<file path="config.mk">
export PLATFORM = sky130hd
export DESIGN_NAME = double_ended_queue
export DESIGN_NICKNAME = d
export VERILOG_FILES = /design/src/rtl/deq_pkg.sv /design/src/rtl/deq_ctrl.sv /design/src/rtl/deq_datapath.sv /design/src/rtl/double_ended_queue.sv
export SDC_FILE = /design/constraint.sdc
export NUM_CORES = 1
export LEC_CHECK = 0
export BUFFER_PORTS_ARGS = -buffer_cell sky130_fd_sc_hd__buf_2
export CAP_MARGIN = 20
export CORE_AREA = 2 2 343 277
export DETAILED_ROUTE_END_ITERATION = 16
export DIE_AREA = 0 0 345 279
export PLACE_DENSITY_LB_ADDON = 0.05
export SKIP_LAST_GASP = 1
export SYNTH_ARGS = -nofsm -noshare
export SYNTH_HDL_FRONTEND = slang
export SYNTH_SLANG_ARGS = --single-unit
</file>
<file path="constraint.sdc">
create_clock -name clk -period 10.75 [get_ports clk]
set_input_delay 2.15 -clock clk [delete_from_list [all_inputs] [get_ports clk]]
set_output_delay 2.15 -clock clk [all_outputs]
set_load 0.05 [all_outputs]
</file>
<file path="src/rtl/deq_pkg.sv">
`timescale 1ns / 1ps
// Shared types and constants for the double-ended queue.
// Holds the request and response payloads, operation codes, controller states and commands.
// Depends on nothing.
package deq_pkg;

  localparam int DEFAULT_DEPTH     = 16;
  localparam int DEFAULT_WORD_BITS = 64;
  localparam int FUNC_BITS         = 3;
  localparam int FIELD_WORD_BITS   = 64;
  localparam int OCC_BITS          = 5;

  localparam logic [FUNC_BITS-1:0] FN_PUSH_BACK  = 3'd0;
  localparam logic [FUNC_BITS-1:0] FN_PUSH_FRONT = 3'd1;
  localparam logic [FUNC_BITS-1:0] FN_POP_FRONT  = 3'd2;
  localparam logic [FUNC_BITS-1:0] FN_POP_BACK   = 3'd3;
  localparam logic [FUNC_BITS-1:0] FN_REVERSE    = 3'd4;
  localparam logic [FUNC_BITS-1:0] FN_QUERY      = 3'd5;

  typedef struct packed {
    logic [FUNC_BITS-1:0]       func;
    logic [FIELD_WORD_BITS-1:0] data_word;
  } req_t;

  typedef struct packed {
    logic [FIELD_WORD_BITS-1:0] front_word;
    logic [FIELD_WORD_BITS-1:0] back_word;
    logic [OCC_BITS-1:0]        occupancy;
    logic                       is_empty;
    logic                       op_error;
  } resp_t;

  typedef enum logic [1:0] {
    ST_IDLE,
    ST_EXEC,
    ST_READ,
    ST_DONE
  } state_t;

  typedef struct packed {
    logic capture;
    logic execute;
    logic read;
  } ctrl_cmd_t;

endpackage

</file>
<file path="src/rtl/deq_ctrl.sv">
`timescale 1ns / 1ps
// Controller state machine for the double-ended queue.
// Sequences capture, update, memory read and response; depends on deq_pkg.
module deq_ctrl
  import deq_pkg::*;
(
  input  logic      clk,
  input  logic      rst,
  input  logic      req_valid,
  output logic      req_stall,
  output logic      resp_valid,
  input  logic      resp_stall,
  output ctrl_cmd_t cmd
);

  state_t state;
  state_t state_next;

  always_ff @(posedge clk) begin
    if (rst) begin
      state <= ST_IDLE;
    end else begin
      state <= state_next;
    end
  end

  always_comb begin
    state_next = state;
    case (state)
      ST_IDLE: begin
        if (req_valid) begin
          state_next = ST_EXEC;
        end
      end
      ST_EXEC: begin
        state_next = ST_READ;
      end
      ST_READ: begin
        state_next = ST_DONE;
      end
      ST_DONE: begin
        if (!resp_stall) begin
          state_next = ST_IDLE;
        end
      end
      default: begin
        state_next = ST_IDLE;
      end
    endcase
  end

  always_comb begin
    req_stall   = 1'b1;
    resp_valid  = 1'b0;
    cmd.capture = 1'b0;
    cmd.execute = 1'b0;
    cmd.read    = 1'b0;
    case (state)
      ST_IDLE: begin
        req_stall   = 1'b0;
        cmd.capture = req_valid;
      end
      ST_EXEC: begin
        cmd.execute = 1'b1;
      end
      ST_READ: begin
        cmd.read = 1'b1;
      end
      ST_DONE: begin
        resp_valid = 1'b1;
      end
      default: begin
        req_stall = 1'b1;
      end
    endcase
  end

  a_resp_blocks_req: assert property (@(posedge clk) disable iff (rst)
    resp_valid |-> req_stall)
    else $error("request taken while a response is pending");

  a_capture_then_exec: assert property (@(posedge clk) disable iff (rst)
    cmd.capture |=> cmd.execute)
    else $error("captured request was not executed next");

  a_exec_then_read: assert property (@(posedge clk) disable iff (rst)
    cmd.execute |=> cmd.read)
    else $error("update was not followed by a memory read");

  a_one_cmd: assert property (@(posedge clk) disable iff (rst)
    $onehot0({cmd.capture, cmd.execute, cmd.read}))
    else $error("more than one datapath command at once");

endmodule

</file>
<file path="src/rtl/deq_datapath.sv">
`timescale 1ns / 1ps
// Datapath of the double-ended queue: ring store, head pointer, count and direction flag.
// Driven by commands from deq_ctrl; depends on deq_pkg.
module deq_datapath
  import deq_pkg::*;
#(
  parameter int DEPTH     = DEFAULT_DEPTH,
  parameter int WORD_BITS = DEFAULT_WORD_BITS
) (
  input  logic      clk,
  input  logic      rst,
  input  ctrl_cmd_t cmd,
  input  req_t      req,
  output resp_t     resp
);

  localparam int AW = (DEPTH > 1) ? $clog2(DEPTH) : 1;
  localparam int CW = $clog2(DEPTH + 1);
  localparam logic [AW:0]   DEPTH_W   = (AW + 1)'(DEPTH);
  localparam logic [AW-1:0] LAST_SLOT = AW'(DEPTH - 1);
  localparam logic [CW-1:0] DEPTH_C   = CW'(DEPTH);

  logic [WORD_BITS-1:0] mem [DEPTH];

  logic [FUNC_BITS-1:0] func_q;
  logic [WORD_BITS-1:0] word_q;
  logic [AW-1:0]        head;
  logic [AW-1:0]        head_next;
  logic [CW-1:0]        count;
  logic [CW-1:0]        count_next;
  logic                 rev;
  logic                 rev_next;
  logic                 err;
  logic                 err_next;
  logic [WORD_BITS-1:0] lo_data;
  logic [WORD_BITS-1:0] hi_data;

  logic          full;
  logic          empty;
  logic          push_lo;
  logic          push_hi;
  logic          pop_lo;
  logic          pop_hi;
  logic          flip;
  logic [AW-1:0] head_dec;
  logic [AW-1:0] head_inc;
  logic [AW:0]   tail_sum;
  logic [AW-1:0] tail_slot;
  logic [AW:0]   hi_sum;
  logic [AW-1:0] hi_slot;
  logic [AW-1:0] wr_addr;

  assign full  = (count == DEPTH_C);
  assign empty = (count == '0);

  always_comb begin
    push_lo  = 1'b0;
    push_hi  = 1'b0;
    pop_lo   = 1'b0;
    pop_hi   = 1'b0;
    flip     = 1'b0;
    err_next = 1'b0;
    case (func_q)
      FN_PUSH_BACK: begin
        if (full) err_next = 1'b1;
        else if (rev) push_lo = 1'b1;
        else push_hi = 1'b1;
      end
      FN_PUSH_FRONT: begin
        if (full) err_next = 1'b1;
        else if (rev) push_hi = 1'b1;
        else push_lo = 1'b1;
      end
      FN_POP_FRONT: begin
        if (empty) err_next = 1'b1;
        else if (rev) pop_hi = 1'b1;
        else pop_lo = 1'b1;
      end
      FN_POP_BACK: begin
        if (empty) err_next = 1'b1;
        else if (rev) pop_lo = 1'b1;
        else pop_hi = 1'b1;
      end
      FN_REVERSE: begin
        if (empty) err_next = 1'b1;
        else flip = 1'b1;
      end
      default: begin
        err_next = 1'b0;
      end
    endcase
  end

  assign head_dec  = (head == '0) ? LAST_SLOT : head - AW'(1);
  assign head_inc  = (head == LAST_SLOT) ? '0 : head + AW'(1);
  assign tail_sum  = {1'b0, head} + (AW + 1)'(count);
  assign tail_slot = (tail_sum >= DEPTH_W) ? AW'(tail_sum - DEPTH_W) : AW'(tail_sum);
  assign wr_addr   = push_lo ? head_dec : tail_slot;

  // The highest live entry sits count - 1 slots above the head, modulo the depth.
  assign hi_sum  = empty ? {1'b0, head} : tail_sum - (AW + 1)'(1);
  assign hi_slot = (hi_sum >= DEPTH_W) ? AW'(hi_sum - DEPTH_W) : AW'(hi_sum);

  always_comb begin
    head_next  = head;
    count_next = count;
    rev_next   = rev ^ flip;
    if (push_lo) begin
      head_next  = head_dec;
      count_next = count + CW'(1);
    end else if (push_hi) begin
      count_next = count + CW'(1);
    end else if (pop_lo) begin
      head_next  = head_inc;
      count_next = count - CW'(1);
    end else if (pop_hi) begin
      count_next = count - CW'(1);
    end
  end

  always_ff @(posedge clk) begin
    if (rst) begin
      head  <= '0;
      count <= '0;
      rev   <= 1'b0;
    end else if (cmd.execute) begin
      head  <= head_next;
      count <= count_next;
      rev   <= rev_next;
    end
  end

  always_ff @(posedge clk) begin
    if (cmd.capture) begin
      func_q <= req.func;
      word_q <= req.data_word[WORD_BITS-1:0];
    end
    if (cmd.execute) begin
      err <= err_next;
    end
  end

  always_ff @(posedge clk) begin
    if (cmd.execute && (push_lo || push_hi)) begin
      mem[wr_addr] <= word_q;
    end
    if (cmd.read) begin
      lo_data <= mem[head];
      hi_data <= mem[hi_slot];
    end
  end

  always_comb begin
    resp.front_word = '0;
    resp.back_word  = '0;
    if (!empty) begin
      resp.front_word = rev ? FIELD_WORD_BITS'(hi_data) : FIELD_WORD_BITS'(lo_data);
      resp.back_word  = rev ? FIELD_WORD_BITS'(lo_data) : FIELD_WORD_BITS'(hi_data);
    end
    resp.occupancy = OCC_BITS'(count);
    resp.is_empty  = empty;
    resp.op_error  = err;
  end

  a_count_bound: assert property (@(posedge clk) disable iff (rst)
    count <= DEPTH_C)
    else $error("entry count beyond the depth");

  a_head_bound: assert property (@(posedge clk) disable iff (rst)
    head <= LAST_SLOT)
    else $error("head pointer outside the ring");

  a_state_holds: assert property (@(posedge clk) disable iff (rst)
    (!$past(rst) && !$past(cmd.execute)) |-> ($stable(count) && $stable(head) && $stable(rev)))
    else $error("queue state changed outside an update");

  a_no_write_when_full: assert property (@(posedge clk) disable iff (rst)
    (cmd.execute && full) |-> !(push_lo || push_hi))
    else $error("push into a full queue was stored");

endmodule

</file>
<file path="src/rtl/double_ended_queue.sv">
`timescale 1ns / 1ps
// Top level of the double-ended queue: controller plus datapath.
// Depends on deq_pkg, deq_ctrl and deq_datapath.
// Each request carries one operation (push back, push front, pop front, pop back, reverse,
// or query) and yields exactly one response with the front and back words, the occupancy,
// an empty flag and an error flag. Requests are handled one at a time: the next request is
// taken in the cycle after the previous response is accepted. Each request passes through
// the controller sequence of capture, pointer update with store write, registered store
// read at both ends, and response. Pushes into a full queue are dropped and flagged; pops
// and reversals of an empty queue are flagged and change nothing. After reset the queue is
// empty and ready at once.
module double_ended_queue
  import deq_pkg::*;
#(
  parameter int DEPTH     = DEFAULT_DEPTH,
  parameter int WORD_BITS = DEFAULT_WORD_BITS
) (
  input  logic  clk,
  input  logic  rst,
  input  logic  req_valid,
  output logic  req_stall,
  input  req_t  req,
  output logic  resp_valid,
  input  logic  resp_stall,
  output resp_t resp
);

  ctrl_cmd_t cmd;

  deq_ctrl u_ctrl (
    .clk        (clk),
    .rst        (rst),
    .req_valid  (req_valid),
    .req_stall  (req_stall),
    .resp_valid (resp_valid),
    .resp_stall (resp_stall),
    .cmd        (cmd)
  );

  deq_datapath #(
    .DEPTH     (DEPTH),
    .WORD_BITS (WORD_BITS)
  ) u_datapath (
    .clk  (clk),
    .rst  (rst),
    .cmd  (cmd),
    .req  (req),
    .resp (resp)
  );

endmodule

</file>
Word level (Yosys, flattened, before mapping). Memories as Yosys holds them, arrays and structs flattened. A register that Yosys moved wholly into a read port is not among the register bits. Index checks and enable logic that the tools add are counted.

Memory bits (writable): 1024. Output and inout port bits: 137. Memories: 1. Input port bits: 71. Bits in registers: 80. Word-level logic and storage cells: 85.

Memory list: u_datapath.mem (words 16, width 64, rd ports 2, clocked after memory_dff 2, write ports 1, RTL line deq_datapath.sv:23) `logic [WORD_BITS-1:0] mem [DEPTH];`.

Reductions and logical operators: 13. $add $sub $neg: 8. Magnitude comparators: 2. Multiplexer cells: 41. Equality and inequality tests: 12. Bitwise operators: 1.

Operator list (count): $mux W128 (1); $mux W64 (2); $mux W4 (8); $mux W5 (5); $mux W1 (17); $sub A4 B1 Y4 const B (3); $ge A5 B5 Y1 const B (2); $pmux W1 S2 (5); $sub A5 B1 Y5 const B (2); $pmux W2 S4 (1); $eq A3 B2 Y1 const B (2); $add A4 B5 Y5 (1); $add A5 B1 Y5 const B (1); $eq A5 B5 Y1 const B (1); $logic_not A5 Y1 (1); $add A4 B1 Y4 const B (1); $eq A2 B2 Y1 const B (2); $eq A4 B4 Y1 const B (1); $logic_not A4 Y1 (1); $mux W2 (2); $ne A2 B2 Y1 const B (2); $reduce_and A2 Y1 (2); $reduce_bool A4 Y1 (1); $eq A3 B1 Y1 const B (1); other kinds (12) (12).

Depth between registers and ports, before layout. Gate-level depths: netlist of run 1.

Word-level depth: 7. Depth in mapped cells: 12. Gate-level depth less buffers: 9.

Cells and area by module. Synthesis of run 1 repeated with hierarchy kept, for this count alone.

Cell total of the unflattened synthesis: 3146. Area total of the unflattened synthesis: 57826.7 µm².

Modules (own cells, without submodules): deq_datapath (area an instance 57641.5 µm², times used 1, cells each 3127, seq. area each 36835.3 µm²); deq_ctrl (area an instance 185.2 µm², times used 1, cells each 19, seq. area each 40.0 µm²).

Least setup slack after synthesis of run 1. Ideal clock, no wire load.

Kind: register -> register. Start: register u_datapath.count[0]. End: memory u_datapath.mem[10][0] (netlist name) (enable). Cell stages (with the launch flop): 10. Path slack: 4.905 ns. Data arrival time: 5.359 ns. Data required time: 10.264 ns. Library setup time: 0.486 ns. Path buffers: 1. Path through: dfxtp_1 > inv_1 > ha_1 > nor3b_1 > a2111oi_1 > clkbuf_1 > nand3_1 > o21ai_0 > nand2_1 > nor2_1.

Word-level cells in the longest chain between the ends: 7. Elaborated cells between the ends (all ways): 14.

Ends and longest elaborated chain: from (decl) (RTL line deq_datapath.sv:29) `logic [CW-1:0] count;`; from (signal assigned) (RTL line deq_datapath.sv:128) `count <= count_next;`; parallel branches: the longest is 7 deep, another holds $add A4 B5 Y5; to (decl) (RTL line deq_datapath.sv:23).

Parallel ways; which one is timed is not known.

==> results of run 1 <==
kinds of logic after synthesis:
logic type / Yosys count / share of synthesized area [%]
AOI/OAI and AO/OA: 46 / 0.5710
xor gates and xnor gates: 15 / 0.2889
adders and majority gates: 15 / 0.3521
buffers and inverters: 228 / 2.056
DFF: 1232 / 66.52
muxes: 707 / 25.77
and+or+nand+nor: 513 / 4.446
worst max path at each step:
stage / endpoint / cells after the start / startpoint
2_1_floorplan: u_datapath.mem[10][0] / 9 / u_datapath.count[0]
3_3_place_gp: resp[104] / 7 / u_datapath.count[1]
3_5_place_dp: resp[104] / 7 / u_datapath.count[1]
4_1_cts: resp[104] / 7 / u_datapath.count[1]
5_1_grt: resp[104] / 7 / u_datapath.count[1]
6_report: resp[104] / 7 / u_datapath.count[1]
layer usage:
layer  vias up  track usage, %  wire length (µm)
met5         -               0                23
met1     16310           43.46             55600
met3       272           6.249             14800
li1      12160               -                 -
met4         4           9.166              4227
met2      1912           51.60             74160
cells in the mapped netlist (all sizes together), types with 2 or more instances:
cell type	n	area share, %
nand2b	4	0.045
nor2	159	1.1
a21oi	13	0.12
nor2b	2	0.023
a21o	2	0.027
o21a	3	0.041
ha	14	0.32
nand3	258	2.3
nand4	66	0.74
mux4	576	23
dfxtp	12	0.43
clkbuf	118	0.81
xnor2	8	0.13
xor2	5	0.079
edfxtp	1220	66
o221ai	2	0.054
inv	10	0.068
buf	99	1.2
nand2	14	0.095
nor3b	2	0.027
or4b	2	0.036
o21bai	2	0.027
a211oi	4	0.054
o21ai	12	0.13
mux2i	130	2.3
worst min-delay path: cells and delay by family, from the launching register on:
kind,cells,cell delay (ns)
DFF,1,0.34
and+or+nand+nor,1,0.12
AOI/OAI and AO/OA,1,0.05
final cells by class:
cell class / count / area [µm²]
Tap cell: 1224 / 1531
Sequential cell: 1232 / 36890
Antenna cell: 3 / 7.507
Timing Repair Buffer: 280 / 1622
Fill cell: 6037 / 30740
Clock buffer: 139 / 3117
Clock inverter: 83 / 968.4
Multi-Input combinational cell: 1296 / 17660
Inverter: 11 / 46.29
where the power goes:
part	leakage, nW	switching (mW)	internal [mW]	total, mW
logic	6.17	4.55	3.02	7.57
registers	11.1	0.355	5.99	6.34
clock network	2.00	1.79	2.59	4.38
total	19.3	6.70	11.6	18.3
through the flow:
step	power, mW	hold slack [ns]
2_1_floorplan	12.30	0.5055
3_3_place_gp	13.95	0.5225
3_5_place_dp	14.04	0.5586
4_1_cts	18.39	0.5650
5_1_grt	19.02	0.5855
6_report	18.29	0.5680
state kept, by name, indices dropped and copies added, names as in the netlist:
register	cells
u_datapath.rev	1
u_datapath.count	5
u_datapath.head	4
u_datapath.lo_data	64
u_datapath.mem	1024
u_ctrl.state	2
u_datapath.err	1
u_datapath.hi_data	64
u_datapath.word_q	64
u_datapath.func_q	3
==> results.toml, run 1 <==
[timing]
fmax_mhz = 162.9
finalHoldViolCount = 0
fin_skew_ns = 0.02440
timing.final.crit_share_pct = 57.09
slew_viol_final = 0
rsz0062_at_grt = "no"
worst_slew_pin_slew_ns = 1.091
setup_ws_ns = 4.613
max-slew-margin-rel_pct = 27.10
setup_viol_count_final = 0
finalCriticalPeriod_ns = 6.137
tns_ns = 0

[pwr]
power.density_nw_per_um2 = 295.7
p_leak_nw = 19.29
ir_worst_vdd_mv = 0.3736

[place]
gp_congestion = 0.7858
hpwlAfterDp_mm = 77.52
place_inst = 4043
pre_cts_ws_ns = 5.300
place_area_um2 = 57750
portBuffers = 207

[synthesis]
yosysSeqAreaShare_pct = 66.52
synth-seq-cells = 1232
synth-edff-count = 1220
ys_warn_count = 0
ys_types = 52
async_flop_share_pct = 0
syn_area_um2 = 55440
netlist_instances = 2756
syn_nets = 2842
synth_flop_cell = "edfxtp_1"
syn_avg_cell_area_um2 = 20.11

[worst_setup_path]
crit_arrival_ns = 3.99
cp.required_ns = 8.60
timing.rr.start = "u_datapath.head[0]"
r2r_end = "u_datapath.hi_data[63]"
critPathMaxStageDelay_ns = 0.75
crit_type = "register to output pin"
slowest_stage = "buf_4"
crit_path_start_kind = "register"
reg2reg_depth = 10
path_cells = "inv_1 -> ha_1 -> or4b_1 -> inv_4 -> buf_4 -> nor2_1 -> buf_2"
crit_family = "buffers and inverters"
critPathMaxFanout = 73
end_kind = "output pin"
cp.buffers_inverters = 4
r2r_setup_slack_ns = 5.56

[routing]
drtIter0Drc = 4190
routed_via_density = 7.184
via_count = 30660
drc_errors = 0
drt-pass1-iter-count = 5
wl_per_cell_um = 34.87
ant_nets = 0
drt_wl_total_mm = 148.8

[clock_tree]
cts_resized = 0
cts_setup_buffers = 0
cts_tree = "done"
clkTransAtPathRegs_ns = 0.06
cts.sinks = 1232
clock_path_buffers = 3
ctsHoldBuffers = 0
root_buffer = "clkbuf_16"
cts_buffers = 120
clk-insertion-delay-late_ns = 0.71
h-tree-depth = 3

[floorplan]
core_um2 = 92590
initial_utilization_pct = 59.87
pin_count = 208
dieHeight_um = 279
die_area_um2 = 96260
die_width_um = 345
row_count = 100

[final_layout]
area_delta_synth_final_pct = 11.56
postLayoutCellArea_um2 = 61850
mostFrequentLayoutCells = "1220 x edfxtp_1, 576 x mux4_2, 258 x nand3_1, 207 x buf_2, 143 x nor2_1"
final_common_cell = "edfxtp_1"
nets = 3027
stdcell_count = 4268
utilization_pct = 66.80
drive_above_1_share_pct = 35.25

[run]
cap_violations = 0

[hold_path]
hold_class = "register to register"
whs_endpoint = "u_ctrl.state[0]"
min_from = "u_ctrl.state[0]"
holdPathStages = 2

[global_routing]
antenna_found_initial = 5
overflow = 0
grt_max_degree = 121
grt_pass1_wl_mm = 216.0
grt_pass1_vias = 31880
grt_usage_pct = 31.37

[outcome]
status = "finished clean"
Note: power is estimated with default switching activity, not from simulation.
==> run 2, diff against run 1 <==
clock period = 6.2 ns   (was 10.75 ns; I/O delays follow)
==> results.toml, run 2 (synthesized netlist as in run 1, its figures left out) <==
[outcome]
status = "finished clean"

[final_layout]
postLayoutCellArea_um2 = 61810
top_register = "u_datapath.mem"
area_delta_synth_final_pct = 11.50
final_common_cell = "edfxtp_1"
drive_above_1_share_pct = 34.78
mostFrequentLayoutCells = "1220 x edfxtp_1, 576 x mux4_2, 258 x nand3_1, 207 x buf_2, 143 x nor2_1"
utilization_pct = 66.76
largest_reg_flops = 1024
nets = 3016

[routing]
via_count = 30880
drt-pass1-iter-count = 7
ant_nets = 0
routed_via_density = 7.252
wl_per_cell_um = 34.98
drt_wl_total_mm = 148.9
drc_errors = 0
drtIter0Drc = 4224

[run]
cap_violations = 0

[pwr]
switching_power_mw = 11.60
clockPowerShare_pct = 22.7
seqPwrFrac_pct = 35.2
internal-power_mw = 19.73
swShare_pct = 37.03
p_leak_nw = 19.19
power.density_nw_per_um2 = 506.9
ir_worst_vdd_mv = 0.7418
combinationalPowerShare_pct = 42.1

[floorplan]
initial_utilization_pct = 59.87
row_count = 100
dieHeight_um = 279
die_width_um = 345
die_area_um2 = 96260
core_um2 = 92590
pin_count = 208

[clock_tree]
h-tree-depth = 3
clkTransAtPathRegs_ns = 0.06
cts_setup_buffers = 0
cts_buffers = 119
clock_path_buffers = 3
root_buffer = "clkbuf_16"
cts_tree = "done"
cts.sinks = 1232
clk-insertion-delay-late_ns = 0.70
cts_resized = 0
ctsHoldBuffers = 0

[worst_setup_path]
crit_type = "register to output pin"
crit_path_start_kind = "register"
end_kind = "output pin"
crit_start = "u_datapath.count[0]"
crit_arrival_ns = 4.11
critPathMaxStageDelay_ns = 0.72
timing.rr.start = "u_datapath.count[0]"
cp.required_ns = 4.96
slowest_stage = "or4b_1"
path_cells = "inv_1 -> ha_1 -> or4b_1 -> inv_4 -> buf_4 -> nor2_1 -> buf_2"
critPathMaxFanout = 73

[global_routing]
overflow = 0
grt_usage_pct = 31.35
antenna_found_initial = 2
grt_pass1_vias = 31950
grt_max_degree = 129
grt_pass1_wl_mm = 215.9

[timing]
tns_ns = 0
finalCriticalPeriod_ns = 5.354
rsz0062_at_grt = "no"
setup_viol_count_final = 0
fin_skew_ns = 0.02483
timing.final.crit_share_pct = 86.35
fmax_mhz = 186.8
slew_viol_final = 0
finalHoldViolCount = 0
max-slew-margin-rel_pct = 23.16
worst_slew_pin_slew_ns = 1.153

[place]
place_area_um2 = 58000
hpwlAfterDp_mm = 72.99
gp_congestion = 0.7678
portBuffers = 207

[hold_path]
min_from = "u_ctrl.state[0]"
hold_class = "register to register"
run 2: cell count changes in the layout (fill, tap and decap cells not counted), sizes merged:
cell and change:
clkinvlp +3, diode -2, clkbuf +7, inv -1, buf -11, clkinv +5
bufinv -11
run 2: worst max-delay path: cells and delay by family (launching register included):
family                   cells  cell delay [ns]
buffers and inverters        4             1.73
AND/OR/NAND/NOR              2             0.86
flip-flops                   1             0.36
adder cells (fa/ha/maj)      1             0.19
run 2: stage by stage:
step	instances	power, mW	worst slack (ns)	hold slack [ns]
finish	4258	31.33	0.8462	0.5574
global route	4257	32.56	0.6499	0.5841
CTS	4256	31.50	0.8195	0.5644
detailed placement	4032	24.43	1.575	0.5560
global placement	4031	24.23	1.657	0.5211
floorplan	2756	21.32	0.3550	0.5055
run 2: worst paths after layout:
| path | end | slack, ns | cells past startpoint |
|---|---|---|---|
| worst max register to register | u_datapath.hi_data[28] | 1.61 | 10 |
| worst min register to register | u_ctrl.state[0] | 0.56 | 2 |
| worst min-delay path | u_ctrl.state[0] | 0.56 | 2 |
| worst max-delay path | resp[42] | 0.85 | 7 |
run 2: cell type report:
cell class	count	area (µm²)
clock buffers	145	3118
flip-flops and latches	1232	36890
diodes	1	2.502
multi-input cells	1296	17660
inverters	11	46.29
clock inverters	79	681.9
well taps	1224	1531
repair buffers	270	1877
fillers	6044	30780
run 2: layer usage:
layer / vias up / share of wire, % / track usage (%) / wire [µm]
li1: 12140 / - / - / -
met4: 4 / 3.4 / 10.32 / 5009
met5: - / 0.015 / 0 / 23
met2: 2025 / 49 / 51.27 / 73450
met1: 16380 / 37 / 42.81 / 55210
met3: 325 / 10 / 6.822 / 15250
run 2: power groups by stage:
stage                     clock (mW)  combinational [mW]  sequential, mW
after floorplan                    0                10.4            10.9
after global placement             0                13.1            11.1
after detailed placement           0                13.2            11.2
after CTS                       7.21                13.3            11.0
after global routing            7.53                13.9            11.1
final                           7.11                13.2            11.0
